--- src/design/hfui_pkg.sv ---
// shared types, codes and helpers for the hood fan ui mode controller
`timescale 1ns / 1ps

package hfui_pkg;

  localparam int unsigned KEY_TIMER = 0;
  localparam int unsigned KEY_PLUS  = 1;
  localparam int unsigned KEY_MINUS = 2;
  localparam int unsigned KEY_AUTO  = 3;
  localparam int unsigned KEY_LIGHT = 4;

  localparam logic [2:0] RC_TIMER = 3'd1;
  localparam logic [2:0] RC_UP    = 3'd2;
  localparam logic [2:0] RC_DOWN  = 3'd3;
  localparam logic [2:0] RC_AUTO  = 3'd4;
  localparam logic [2:0] RC_ONOFF = 3'd5;
  localparam logic [2:0] RC_LIGHT = 3'd6;

  localparam logic [2:0] MODE_CODE_OFF   = 3'd0;
  localparam logic [2:0] MODE_CODE_AUTO  = 3'd1;
  localparam logic [2:0] MODE_CODE_CLK   = 3'd2;
  localparam logic [2:0] MODE_CODE_BLOW  = 3'd3;
  localparam logic [2:0] MODE_CODE_AOADJ = 3'd4;
  localparam logic [2:0] MODE_CODE_AORUN = 3'd5;

  localparam logic [1:0] BEEP_NONE   = 2'd0;
  localparam logic [1:0] BEEP_SINGLE = 2'd1;
  localparam logic [1:0] BEEP_DOUBLE = 2'd2;

  localparam logic [7:0] IDLE_TIMEOUT_RESET = 8'd133;
  localparam logic [4:0] HOUR_MAX           = 5'd23;
  localparam logic [5:0] MINUTE_MAX         = 6'd59;
  localparam logic [3:0] AUTO_OFF_MAX       = 4'd15;
  localparam logic [9:0] SECS_PER_MINUTE    = 10'd60;
  localparam logic [2:0] FAN_MAX            = 3'd4;

  localparam int unsigned ITEM_W   = 40;
  localparam int unsigned RESULT_W = 40;

  typedef enum logic [5:0] {
    MODE_OFF   = 6'b000001,
    MODE_AUTO  = 6'b000010,
    MODE_CLK   = 6'b000100,
    MODE_BLOW  = 6'b001000,
    MODE_AOADJ = 6'b010000,
    MODE_AORUN = 6'b100000
  } mode_t;

  typedef struct packed {
    logic [4:0] key_press;
    logic [4:0] key_down;
    logic [4:0] key_hold;
    logic [4:0] key_release;
    logic [2:0] remote_cmd;
    logic       tick_fast;
    logic       tick_slow;
    logic       auto_off_expired;
    logic [4:0] clock_hour;
    logic [5:0] clock_minute;
  } item_t;

  typedef struct packed {
    logic [2:0] mode;
    logic [2:0] fan_speed;
    logic       edit_stage;
    logic [4:0] edit_hour;
    logic [5:0] edit_minute;
    logic [3:0] auto_off_minutes;
    logic [9:0] auto_off_seconds;
    logic       clock_write;
    logic [1:0] beep;
    logic       light_on;
    logic       backlight_on;
  } result_t;

  function automatic logic [2:0] mode_code(mode_t m);
    logic [2:0] c;
    case (m)
      MODE_OFF:   c = MODE_CODE_OFF;
      MODE_AUTO:  c = MODE_CODE_AUTO;
      MODE_CLK:   c = MODE_CODE_CLK;
      MODE_BLOW:  c = MODE_CODE_BLOW;
      MODE_AOADJ: c = MODE_CODE_AOADJ;
      MODE_AORUN: c = MODE_CODE_AORUN;
      default:    c = MODE_CODE_OFF;
    endcase
    return c;
  endfunction

endpackage

--- src/design/hfui_ctrl.sv ---
// mode controller state registers and per-request decision logic
`timescale 1ns / 1ps

module hfui_ctrl (
  input  logic                clk,
  input  logic                rst,
  input  logic                adv,
  input  hfui_pkg::item_t     item,
  input  logic [7:0]          idle_timeout,
  output hfui_pkg::result_t   res
);

  hfui_pkg::mode_t mode_reg, mode_reg_next;
  logic [2:0] fan_reg, fan_reg_next;
  logic       stage_reg, stage_reg_next;
  logic [4:0] hour_reg, hour_reg_next;
  logic [5:0] minute_reg, minute_reg_next;
  logic [3:0] auto_off_reg, auto_off_reg_next;
  logic [7:0] idle_count, idle_count_next;
  logic       fast_flag, fast_flag_next;
  logic       slow_flag, slow_flag_next;
  logic       light_reg, light_reg_next;

  always_comb begin
    logic timer_k, plus_k, minus_k, auto_k, light_k, busy, up, dn, wr;
    logic [8:0] cnt;
    logic [9:0] secs;
    logic [1:0] beep;
    logic [4:0] wr_h;
    logic [5:0] wr_m;

    timer_k = item.key_press[hfui_pkg::KEY_TIMER] || item.remote_cmd == hfui_pkg::RC_TIMER;
    plus_k  = item.key_press[hfui_pkg::KEY_PLUS] || item.remote_cmd == hfui_pkg::RC_UP;
    minus_k = item.key_press[hfui_pkg::KEY_MINUS] || item.remote_cmd == hfui_pkg::RC_DOWN;
    auto_k  = item.key_press[hfui_pkg::KEY_AUTO] || item.remote_cmd == hfui_pkg::RC_AUTO
              || item.remote_cmd == hfui_pkg::RC_ONOFF;
    light_k = item.key_press[hfui_pkg::KEY_LIGHT] || item.remote_cmd == hfui_pkg::RC_LIGHT;
    busy    = item.key_down[hfui_pkg::KEY_PLUS] || item.key_down[hfui_pkg::KEY_MINUS]
              || item.key_down[hfui_pkg::KEY_LIGHT] || light_k;

    mode_reg_next     = mode_reg;
    fan_reg_next      = fan_reg;
    stage_reg_next    = stage_reg;
    hour_reg_next     = hour_reg;
    minute_reg_next   = minute_reg;
    auto_off_reg_next = auto_off_reg;
    fast_flag_next    = fast_flag | item.tick_fast;
    slow_flag_next    = slow_flag | item.tick_slow;
    cnt  = {1'b0, idle_count};
    secs = '0;
    beep = hfui_pkg::BEEP_NONE;
    wr   = 1'b0;
    wr_h = '0;
    wr_m = '0;
    up   = 1'b0;
    dn   = 1'b0;

    case (mode_reg)
      hfui_pkg::MODE_OFF: begin
        if (timer_k) begin
          hour_reg_next   = item.clock_hour;
          minute_reg_next = item.clock_minute;
          stage_reg_next  = 1'b0;
          mode_reg_next   = hfui_pkg::MODE_CLK;
          cnt = '0;
        end
        if (plus_k) begin
          fan_reg_next  = 3'd1;
          mode_reg_next = hfui_pkg::MODE_BLOW;
        end
        if (minus_k) begin
          fan_reg_next  = hfui_pkg::FAN_MAX;
          mode_reg_next = hfui_pkg::MODE_BLOW;
        end
        if (auto_k) mode_reg_next = hfui_pkg::MODE_AUTO;
      end
      hfui_pkg::MODE_AUTO: begin
        if (auto_k) mode_reg_next = hfui_pkg::MODE_OFF;
      end
      hfui_pkg::MODE_CLK: begin
        cnt = cnt + 9'd1;
        up = plus_k || (item.key_hold[hfui_pkg::KEY_PLUS] && fast_flag_next);
        if (timer_k || cnt > {1'b0, idle_timeout}) begin
          if (!stage_reg) begin
            stage_reg_next = 1'b1;
            cnt = '0;
            if (!item.key_press[hfui_pkg::KEY_TIMER]) beep = hfui_pkg::BEEP_SINGLE;
          end else begin
            wr   = 1'b1;
            wr_h = hour_reg;
            wr_m = minute_reg;
            mode_reg_next = hfui_pkg::MODE_OFF;
            beep = hfui_pkg::BEEP_DOUBLE;
          end
        end
        if (up) begin
          fast_flag_next = 1'b0;
          cnt = '0;
          if (!stage_reg)
            hour_reg_next = (hour_reg >= hfui_pkg::HOUR_MAX) ? 5'd0 : hour_reg + 5'd1;
          else
            minute_reg_next = (minute_reg >= hfui_pkg::MINUTE_MAX) ? 6'd0
                              : minute_reg + 6'd1;
        end
        dn = minus_k || (item.key_hold[hfui_pkg::KEY_MINUS] && fast_flag_next);
        if (dn) begin
          fast_flag_next = 1'b0;
          cnt = '0;
          if (!stage_reg)
            hour_reg_next = (hour_reg_next == 5'd0 || hour_reg_next > hfui_pkg::HOUR_MAX)
                            ? hfui_pkg::HOUR_MAX : hour_reg_next - 5'd1;
          else
            minute_reg_next = (minute_reg_next == 6'd0
                               || minute_reg_next > hfui_pkg::MINUTE_MAX)
                              ? hfui_pkg::MINUTE_MAX : minute_reg_next - 6'd1;
        end
        if (busy) cnt = '0;
      end
      hfui_pkg::MODE_BLOW, hfui_pkg::MODE_AORUN: begin
        if (plus_k) begin
          if (fan_reg_next >= hfui_pkg::FAN_MAX) begin
            fan_reg_next  = 3'd0;
            mode_reg_next = hfui_pkg::MODE_OFF;
          end else begin
            fan_reg_next = fan_reg_next + 3'd1;
          end
        end
        if (minus_k) begin
          if (fan_reg_next <= 3'd1) begin
            fan_reg_next  = 3'd0;
            mode_reg_next = hfui_pkg::MODE_OFF;
          end else begin
            fan_reg_next = fan_reg_next - 3'd1;
          end
        end
        if (auto_k) begin
          fan_reg_next  = 3'd0;
          mode_reg_next = hfui_pkg::MODE_AUTO;
        end
        if (mode_reg == hfui_pkg::MODE_BLOW) begin
          if (timer_k) begin
            auto_off_reg_next = 4'd1;
            mode_reg_next = hfui_pkg::MODE_AOADJ;
            cnt = '0;
          end
        end else begin
          if ((item.key_release[hfui_pkg::KEY_TIMER] && !item.key_hold[hfui_pkg::KEY_TIMER])
              || item.remote_cmd == hfui_pkg::RC_TIMER)
            mode_reg_next = hfui_pkg::MODE_BLOW;
          if (item.auto_off_expired) begin
            fan_reg_next  = 3'd0;
            mode_reg_next = hfui_pkg::MODE_OFF;
            beep = hfui_pkg::BEEP_SINGLE;
          end
        end
      end
      hfui_pkg::MODE_AOADJ: begin
        cnt = cnt + 9'd1;
        up = plus_k || (item.key_hold[hfui_pkg::KEY_PLUS] && slow_flag_next);
        if (up) begin
          slow_flag_next = 1'b0;
          cnt = '0;
          auto_off_reg_next = (auto_off_reg >= hfui_pkg::AUTO_OFF_MAX) ? 4'd1
                              : auto_off_reg + 4'd1;
        end
        dn = minus_k || (item.key_hold[hfui_pkg::KEY_MINUS] && slow_flag_next);
        if (dn) begin
          slow_flag_next = 1'b0;
          cnt = '0;
          auto_off_reg_next = (auto_off_reg_next <= 4'd1) ? hfui_pkg::AUTO_OFF_MAX
                              : auto_off_reg_next - 4'd1;
        end
        if (timer_k) mode_reg_next = hfui_pkg::MODE_BLOW;
        if (busy) cnt = '0;
        if (cnt > {1'b0, idle_timeout}) begin
          mode_reg_next = hfui_pkg::MODE_AORUN;
          secs = 10'({6'd0, auto_off_reg_next} * hfui_pkg::SECS_PER_MINUTE);
          beep = hfui_pkg::BEEP_DOUBLE;
        end
      end
      default: begin
      end
    endcase

    idle_count_next = cnt[8] ? 8'hFF : cnt[7:0];
    light_reg_next  = light_reg ^ light_k;

    res.mode             = hfui_pkg::mode_code(mode_reg_next);
    res.fan_speed        = fan_reg_next;
    res.edit_stage       = stage_reg_next;
    res.edit_hour        = wr ? wr_h : hour_reg_next;
    res.edit_minute      = wr ? wr_m : minute_reg_next;
    res.auto_off_minutes = auto_off_reg_next;
    res.auto_off_seconds = secs;
    res.clock_write      = wr;
    res.beep             = beep;
    res.light_on         = light_reg_next;
    res.backlight_on     = !(mode_reg_next == hfui_pkg::MODE_OFF && !light_reg_next);
  end

  always_ff @(posedge clk) begin
    if (rst) begin
      mode_reg     <= hfui_pkg::MODE_OFF;
      fan_reg      <= '0;
      stage_reg    <= 1'b0;
      hour_reg     <= '0;
      minute_reg   <= '0;
      auto_off_reg <= 4'd1;
      idle_count   <= '0;
      fast_flag    <= 1'b0;
      slow_flag    <= 1'b0;
      light_reg    <= 1'b0;
    end else if (adv) begin
      mode_reg     <= mode_reg_next;
      fan_reg      <= fan_reg_next;
      stage_reg    <= stage_reg_next;
      hour_reg     <= hour_reg_next;
      minute_reg   <= minute_reg_next;
      auto_off_reg <= auto_off_reg_next;
      idle_count   <= idle_count_next;
      fast_flag    <= fast_flag_next;
      slow_flag    <= slow_flag_next;
      light_reg    <= light_reg_next;
    end
  end

endmodule

--- src/design/hood_fan_ui_mode_controller_unit.sv ---
// an accepted request is held in the input register, then its result in the result register
// throughput: one request per cycle; the input register, decision logic and result register
// form a single pass, and a stalled result holds one request in the input register and
// blocks the next until the result is taken
// reset: synchronous rst clears mode to off, fan, edit values, idle count, repeat flags and lamp,
// sets auto-off minutes to 1 and idle_timeout to 133; no clearing pass is needed
`timescale 1ns / 1ps

module hood_fan_ui_mode_controller_unit (
  input  logic                          clk,
  input  logic                          rst,
  input  logic                          s_tvalid,
  output logic                          s_tready,
  // key_press, key_down, key_hold, key_release, remote_cmd, tick_fast, tick_slow,
  // auto_off_expired, clock_hour, clock_minute, zero fill
  input  logic [hfui_pkg::ITEM_W-1:0]   s_tdata,
  output logic                          m_tvalid,
  input  logic                          m_tready,
  // mode, fan_speed, edit_stage, edit_hour, edit_minute, auto_off_minutes,
  // auto_off_seconds, clock_write, beep, light_on, backlight_on, zero fill
  output logic [hfui_pkg::RESULT_W-1:0] m_tdata,
  input  logic                          cfg_valid,
  output logic                          cfg_ready,
  input  logic [7:0]                    cfg_data
);

  logic              in_valid;
  hfui_pkg::item_t   in_item;
  logic              adv;
  logic [7:0]        idle_timeout;
  hfui_pkg::result_t res;
  hfui_pkg::result_t out_res;

  assign adv       = in_valid && (!m_tvalid || m_tready);
  assign s_tready  = !in_valid || adv;
  assign cfg_ready = 1'b1;

  always_ff @(posedge clk) begin
    if (rst) begin
      in_valid     <= 1'b0;
      m_tvalid     <= 1'b0;
      idle_timeout <= hfui_pkg::IDLE_TIMEOUT_RESET;
    end else begin
      if (s_tready) in_valid <= s_tvalid;
      if (adv) m_tvalid <= 1'b1;
      else if (m_tready) m_tvalid <= 1'b0;
      if (cfg_valid) idle_timeout <= cfg_data;
    end
  end

  always_ff @(posedge clk) begin
    if (s_tvalid && s_tready) begin
      in_item.key_press        <= s_tdata[4:0];
      in_item.key_down         <= s_tdata[9:5];
      in_item.key_hold         <= s_tdata[14:10];
      in_item.key_release      <= s_tdata[19:15];
      in_item.remote_cmd       <= s_tdata[22:20];
      in_item.tick_fast        <= s_tdata[23];
      in_item.tick_slow        <= s_tdata[24];
      in_item.auto_off_expired <= s_tdata[25];
      in_item.clock_hour       <= s_tdata[30:26];
      in_item.clock_minute     <= s_tdata[36:31];
    end
    if (adv) out_res <= res;
  end

  hfui_ctrl u_ctrl (
    .clk          (clk),
    .rst          (rst),
    .adv          (adv),
    .item         (in_item),
    .idle_timeout (idle_timeout),
    .res          (res)
  );

  assign m_tdata = {3'd0,
                    out_res.backlight_on,
                    out_res.light_on,
                    out_res.beep,
                    out_res.clock_write,
                    out_res.auto_off_seconds,
                    out_res.auto_off_minutes,
                    out_res.edit_minute,
                    out_res.edit_hour,
                    out_res.edit_stage,
                    out_res.fan_speed,
                    out_res.mode};

`ifndef ASSERT_OFF
  a_reset_empty: assert property (@(posedge clk) rst |=> !m_tvalid && !in_valid)
    else $error("result or input register valid after reset");

  a_write_commits: assert property (@(posedge clk) disable iff (rst)
    m_tvalid && m_tdata[32] |-> m_tdata[2:0] == hfui_pkg::MODE_CODE_OFF
                               && m_tdata[34:33] == hfui_pkg::BEEP_DOUBLE)
    else $error("clock write without return to off and double beep");

  a_secs_on_start: assert property (@(posedge clk) disable iff (rst)
    m_tvalid && m_tdata[31:22] != 10'd0 |-> m_tdata[2:0] == hfui_pkg::MODE_CODE_AORUN
                                           && m_tdata[34:33] == hfui_pkg::BEEP_DOUBLE)
    else $error("auto-off load outside the start of auto-off");

  a_single_beep: assert property (@(posedge clk) disable iff (rst)
    m_tvalid && m_tdata[34:33] == hfui_pkg::BEEP_SINGLE
    |-> m_tdata[2:0] == hfui_pkg::MODE_CODE_CLK || m_tdata[2:0] == hfui_pkg::MODE_CODE_OFF)
    else $error("single beep in unexpected mode");

  a_no_overrun: assert property (@(posedge clk) disable iff (rst)
    in_valid && m_tvalid && !m_tready |=> in_valid && $stable(in_item))
    else $error("pending request lost while result stalled");
`endif

endmodule

--- config.mk ---
export PLATFORM = sky130hd
export DESIGN_NAME = hood_fan_ui_mode_controller_unit
export DESIGN_NICKNAME = d
export VERILOG_FILES = /design/src/design/hfui_pkg.sv /design/src/design/hfui_ctrl.sv /design/src/design/hood_fan_ui_mode_controller_unit.sv
export SDC_FILE = /design/constraint.sdc
export NUM_CORES = 1
export LEC_CHECK = 0
export ABC_CLOCK_PERIOD_IN_PS = 5500
export BUFFER_PORTS_ARGS = -buffer_cell sky130_fd_sc_hd__buf_2
export CORE_ASPECT_RATIO = 0.9
export CORE_UTILIZATION = 40
export DETAILED_ROUTE_END_ITERATION = 16
export HOLD_SLACK_MARGIN = 0.05
export SLEW_MARGIN = 20
export SYNTH_ARGS = -nofsm -noshare
export SYNTH_HDL_FRONTEND = slang
export SYNTH_SLANG_ARGS = --single-unit
--- constraint.sdc ---
create_clock -name clk -period 5.5 [get_ports clk]
set_clock_uncertainty 0.2 [all_clocks]
set_input_delay 0.825 -clock clk [delete_from_list [all_inputs] [get_ports clk]]
set_output_delay 0.825 -clock clk [all_outputs]
set_load 0.03 [all_outputs]
# ---- Word level (Yosys, flattened, before mapping)
# Cells that the tools add are included.
dict set report op_classes {
  eq_ne 19
  bitwise 3
  reduce_logical 39
  muxes 102
  order_cmp 10
  n_mul 1
  n_addsub 9
}
# cell n
set op_table {}
lappend op_table {{6-bit two-way mux} 30}
lappend op_table {{9-bit two-way mux} 9}
lappend op_table {{5-bit two-way mux} 12}
lappend op_table {{9-bit one-hot mux with 4 select lines} 1}
lappend op_table {{4-bit two-way mux} 8}
lappend op_table {{3-bit two-way mux} 10}
lappend op_table {{6-bit one-hot mux with 5 select lines} 1}
lappend op_table {{8-bit two-way mux} 3}
lappend op_table {{1-bit logical OR} 19}
lappend op_table {{9-bit by 8-bit greater-than comparator with 1-bit output} 2}
lappend op_table {{1-bit two-way mux} 17}
lappend op_table {{3-bit one-hot mux with 5 select lines} 1}
lappend op_table {{6-bit by 1-bit == test with 1-bit output (second input constant)} 2}
lappend op_table {{6-bit by 2-bit == test with 1-bit output (second input constant)} 2}
lappend op_table {{6-bit by 3-bit == test with 1-bit output (second input constant)} 2}
lappend op_table {{6-bit by 4-bit == test with 1-bit output (second input constant)} 2}
lappend op_table {{6-bit by 5-bit == test with 1-bit output (second input constant)} 2}
lappend op_table {{6-bit == test (second input constant)} 2}
lappend op_table {{6-bit one-hot mux with 2 select lines} 1}
lappend op_table {{5-bit one-hot mux with 2 select lines} 1}
lappend op_table {{8-bit by 1-bit adder with 9-bit output (second input constant)} 1}
lappend op_table {{3-bit == test (second input constant)} 3}
lappend op_table {{1-bit logical AND} 8}
lappend op_table {{4-bit by 4-bit multiplier with 8-bit output (second input constant)} 1}
lappend op_table {{other kinds (34)} 43}
dict set report totals {
  register_bits 114
  output_inout_bits 43
  inputBits 53
  elab_cells 218
}

# ---- Logic depth before layout (Yosys ltp)
dict set report logic_depth {
  ltp_word 16
  ltp_mapped 19
}

# ---- Hierarchy
# A second synthesis with hierarchy kept.
dict set report unflattened {
  hier_cells 796
  hier_area_um2 7623.6
}
# module area_per_inst_um2 seq_area_each_um2 instances cells_per_inst
set modules_own_cells {}
lappend modules_own_cells {hfui_ctrl 4983.5 720.7 1 680}
lappend modules_own_cells {hood_fan_ui_mode_controller_unit 2640.0 2422.3 1 116}

# ---- Worst setup path after synthesis
# No wires, ideal clock.
dict set report synth_timing {
  path_kind {flip-flop to flip-flop}
  start {register in_item[16] (netlist name)}
  end {register out_res (netlist bit m_tdata[31]) (data pin)}
  setup_ns 0.266
  stages_incl_launch_ff 20
  path_slack_ns 0.510
  arrival_time_ns 4.524
  path_buffers 1
  required_ns 5.034
  path_cell_list {edfxtp_1 buf_6 nor3b_2 or3_1 mux2_2 inv_1 ha_1 o211ai_1 a22oi_1 inv_1 fa_1 inv_1 fa_1 ha_1 a21o_1 a21o_1 a21o_1 a21oi_1 xor2_1 nor2_1}
}
dict set report synth_via {
  elab_chain_cells 12
  elab_cells_between_ends 26
  cone_classes {add/sub: 1; mul: 1; order compare: 2; eq/ne: 3; mux: 11; reduce/logical: 8}
}
# item line_no
set synth_lines {}
lappend synth_lines {{start: declaration} hood_fan_ui_mode_controller_unit.sv:28} ;# hfui_pkg::item_t in_item;
lappend synth_lines {{branches (longest 12 deep; another with 4-bit by 4-bit multiplier with 8-bit output)} n/a}
lappend synth_lines {{end signal: assignment} hood_fan_ui_mode_controller_unit.sv:64} ;# if (adv) out_res <= res;
lappend synth_lines {{end: declaration} hood_fan_ui_mode_controller_unit.sv:32} ;# hfui_pkg::result_t out_res;
# Parallel ways; which one is timed is not known. The select of a mux whose other input is x is not followed.
# A chain may end at the register's enable or synchronous reset.

# ---- Worst setup path after layout
dict set report layout_timing {
  start {register in_item[15] (netlist name)}
  end {register out_res (netlist bit m_tdata[31]) (data pin)}
}
# Same word-level chain as after synthesis.

==> out/metrics.csv <==
metric,value,unit
status,"finished, final reports clean",
critPathBufInv,1,
regToRegStartpoint,in_item[15]$_DFFE_PP_,
vias,6137,
crit_family,simple AND/OR/NAND/NOR gates,
required,5.41,ns
finalNetCount,929,
start_util,41.6,%
drt_iter0_markers,599,
htreeDepth,3,
core_area,17200,um^2
port-buffer-count,78,
post-route-period-util,94.0,%
synth-seq-cells,110,
dpl_cell_area,7690,um^2
min_from,idle_timeout[1]$_SDFFE_PP0P_,
synthArstFlopShare,0,%
track_usage,20.1,%
grt_pass1_wl,28.5,mm
syn_inst,775,
ant_nets,0,
n_antenna_cell,0,
cts_buffers,9,
clk_latency,0.36,ns
drt_pass1_iterations,5,
slew_headroom,32.4,%
io_pins,96,
synth_flop_cell,edfxtp_1,
place_hpwl,12.8,mm
place_congestion,0.935,
cp_cell_sequence,nor3b_2 > or3_1 > mux2i_1 > ha_1 > or3b_2 > nand2_1 > fa_1 > inv_1 > fa_1 > ha_1 > a21o_1 > a21o_1 > a21o_1 > a21oi_1 > xor2_1 > nor2_1,
rows,45,
worst_r2r_endpoint,m_tdata[31]$_SDFFCE_PN0P_,
fillers,1681,
rr_worst_depth,16,
final_cell_area,7990,um^2
largest_register_ffs,35,
rsz0062_at_grt,no,
p_int,1.47,mW
detail_route.wl_per_cell,16.5,um
syn_area,7140,um^2
grt_max_degree,54,
cts_tree,done,
synth_area_per_cell,9.21,um^2
power_density,266,nW/um^2
synth_edf_count,64,
worstSetupEndpointType,flip-flop,
antenna_found_initial,0,
cts_resized,0,
finalHoldViolCount,0,
maxCapViolations,0,
hold_path_depth,2,
clk_pin_slew,0.08,ns
switching_share,30.9,%
slew_violations,0,
fmax,0.193,GHz
worst_pin_slew,1.01,ns
ys_warn_count,0,
hold_path_end,idle_timeout[1]$_SDFFE_PP0P_,
clockPowerShare,31.6,%
syn2layout_area_growth,12.0,%
power_leakage,3.16,nW
seq_area_frac_synth,39.8,%
ff2ff_setup_slack,0.33,ns
ir_worst_vdd,0.186,mV
comb_power_share,23.1,%
via_per_inst,5.73,
worstPathArrival,5.08,ns
max_stage_delay,0.53,ns
cts.path.max_buffers,2,
postCtsHoldBufs,0,
cp_max_fo,10,
multi_input_area,3900,um^2
grt_overflow_total,0,
post-cts-setup-buffers,0,
worstSetupPathType,reg -> reg,
report.final.setup_viol,0,
slowest_stage,edfxtp_1,
crit_top_cell,a21o_1,
fp.dieArea,18400,um^2
grt_pass1_vias,5451,
root_buffer,clkbuf_16,
layout_min_cycle_time,5.17,ns
drive_gt1_share,15.4,%
fin_setup_tns,0,ns
startpoint_type,flip-flop,
worstHoldPathType,reg -> reg,
cts_num_sinks,110,
die_h,129,um
p_switching,0.659,mW
power_frac_seq,45.3,%
synthDistinctLibCells,85,
finalWirelength,17.7,mm
seqCellArea,2840,um^2
drc,0,
die_w,143,um
placed cells by master, fill, tap and decap left out, types with 13 or more instances in the layout:
master     n
buf_2     78
nor2_1    69
edfxtp_1  64
o21ai_0   55
inv_1     48
dfxtp_1   46
nand2_1   41
ha_1      40
a21oi_1   39
nand3_1   24
a31oi_1   20
a211oi_1  16
a21o_1    14
nor3_1    13
metal layers:
layer  wire [um]  vias to the layer above  global-route usage [%]
met5           0                        -                       0
met1        8820                     2891                    28.8
met2        7680                      196                    30.2
met3        1010                       14                    4.17
met4         214                        0                    6.14
li1            -                     3036                       -
Yosys cell counts, drive strengths merged, types with 10 or more instances:
library cell  count  area share, %
inv              49            2.6
nand3            24            1.7
mux2i            13            1.9
nand4            11           0.96
nor2b            12            1.1
and3             10           0.88
a211oi           16            1.7
ha               40            7.0
nor3             14            1.1
a31oi            20            1.8
a21o             14            1.5
edfxtp           64             27
o21a             10            1.1
dfxtp            46             13
clkbuf           28            1.5
o22ai            13            1.2
o211ai           11            1.2
nor2             69            3.6
a21oi            39            2.7
o21ai            55            3.9
buf              18            1.6
nand2            41            2.2
a22oi            10            1.1
worst max path at each step:
stage                          startpoint                   endpoint  slack [ns]  depth (start not counted)
finish              in_item[15]$_DFFE_PP_  m_tdata[31]$_SDFFCE_PN0P_        0.33                         16
CTS                 in_item[15]$_DFFE_PP_  m_tdata[31]$_SDFFCE_PN0P_        0.32                         16
global route        in_item[15]$_DFFE_PP_  m_tdata[31]$_SDFFCE_PN0P_        0.06                         17
detailed placement  in_item[15]$_DFFE_PP_  m_tdata[31]$_SDFFCE_PN0P_        0.36                         16
global placement    in_item[15]$_DFFE_PP_  m_tdata[31]$_SDFFCE_PN0P_        0.42                         16
floorplan           in_item[16]$_DFFE_PP_  m_tdata[31]$_SDFFCE_PN0P_        0.51                         19
stage by stage:
stage	std cells	total power, mW	hold slack [ns]	util, %	worst slack, ns
after floorplan	779	1.35	0.260	-	0.510
after global placement	1055	1.47	0.276	44.8	0.416
after detailed placement	1055	1.47	0.283	44.8	0.358
after CTS	1071	2.15	0.302	46.6	0.316
after global routing	1071	2.25	0.331	46.6	0.0558
final	1071	2.13	0.294	46.6	0.330
kinds of logic after synthesis:
| kind of cell | Yosys count | share of synthesized area [%] |
|---|---|---|
| xor+xnor | 16 | 1.96 |
| mux | 14 | 2.03 |
| simple gates | 239 | 17.4 |
| fa+ha+maj | 45 | 8.41 |
| flops | 110 | 39.8 |
| compound gates | 252 | 24.5 |
| buf+inv | 97 | 5.76 |
| other cells | 2 | 0.105 |
worst reg2reg max path, cell delays in order, from the launching register on:
cell and delay (ns):
edfxtp_1 0.53, nor3b_2 0.23, or3_1 0.45, mux2i_1 0.35
ha_1 0.26, or3b_2 0.47, nand2_1 0.26, fa_1 0.47
inv_1 0.11, fa_1 0.43, ha_1 0.29, a21o_1 0.15
a21o_1 0.19, a21o_1 0.17, a21oi_1 0.16, xor2_1 0.15
nor2_1 0.05
power groups by stage:
stage	clock [mW]	sequential (mW)	combinational (mW)
after detailed placement	0	0.982	0.489
after global placement	0	0.981	0.487
final	0.672	0.964	0.493
after global routing	0.727	0.970	0.554
after CTS	0.695	0.963	0.492
after floorplan	0	0.992	0.361
area by class of cell:
class | instances | share of cell area [%]
timing repair buffer | 87 | 5.73
clock buffer | 9 | 2.82
tap | 235 | 3.68
sequential | 110 | 35.6
inverter | 51 | 2.39
multi-input combinational | 572 | 48.8
clock inverter | 7 | 1.02
Power figures use the tool's default switching activity.
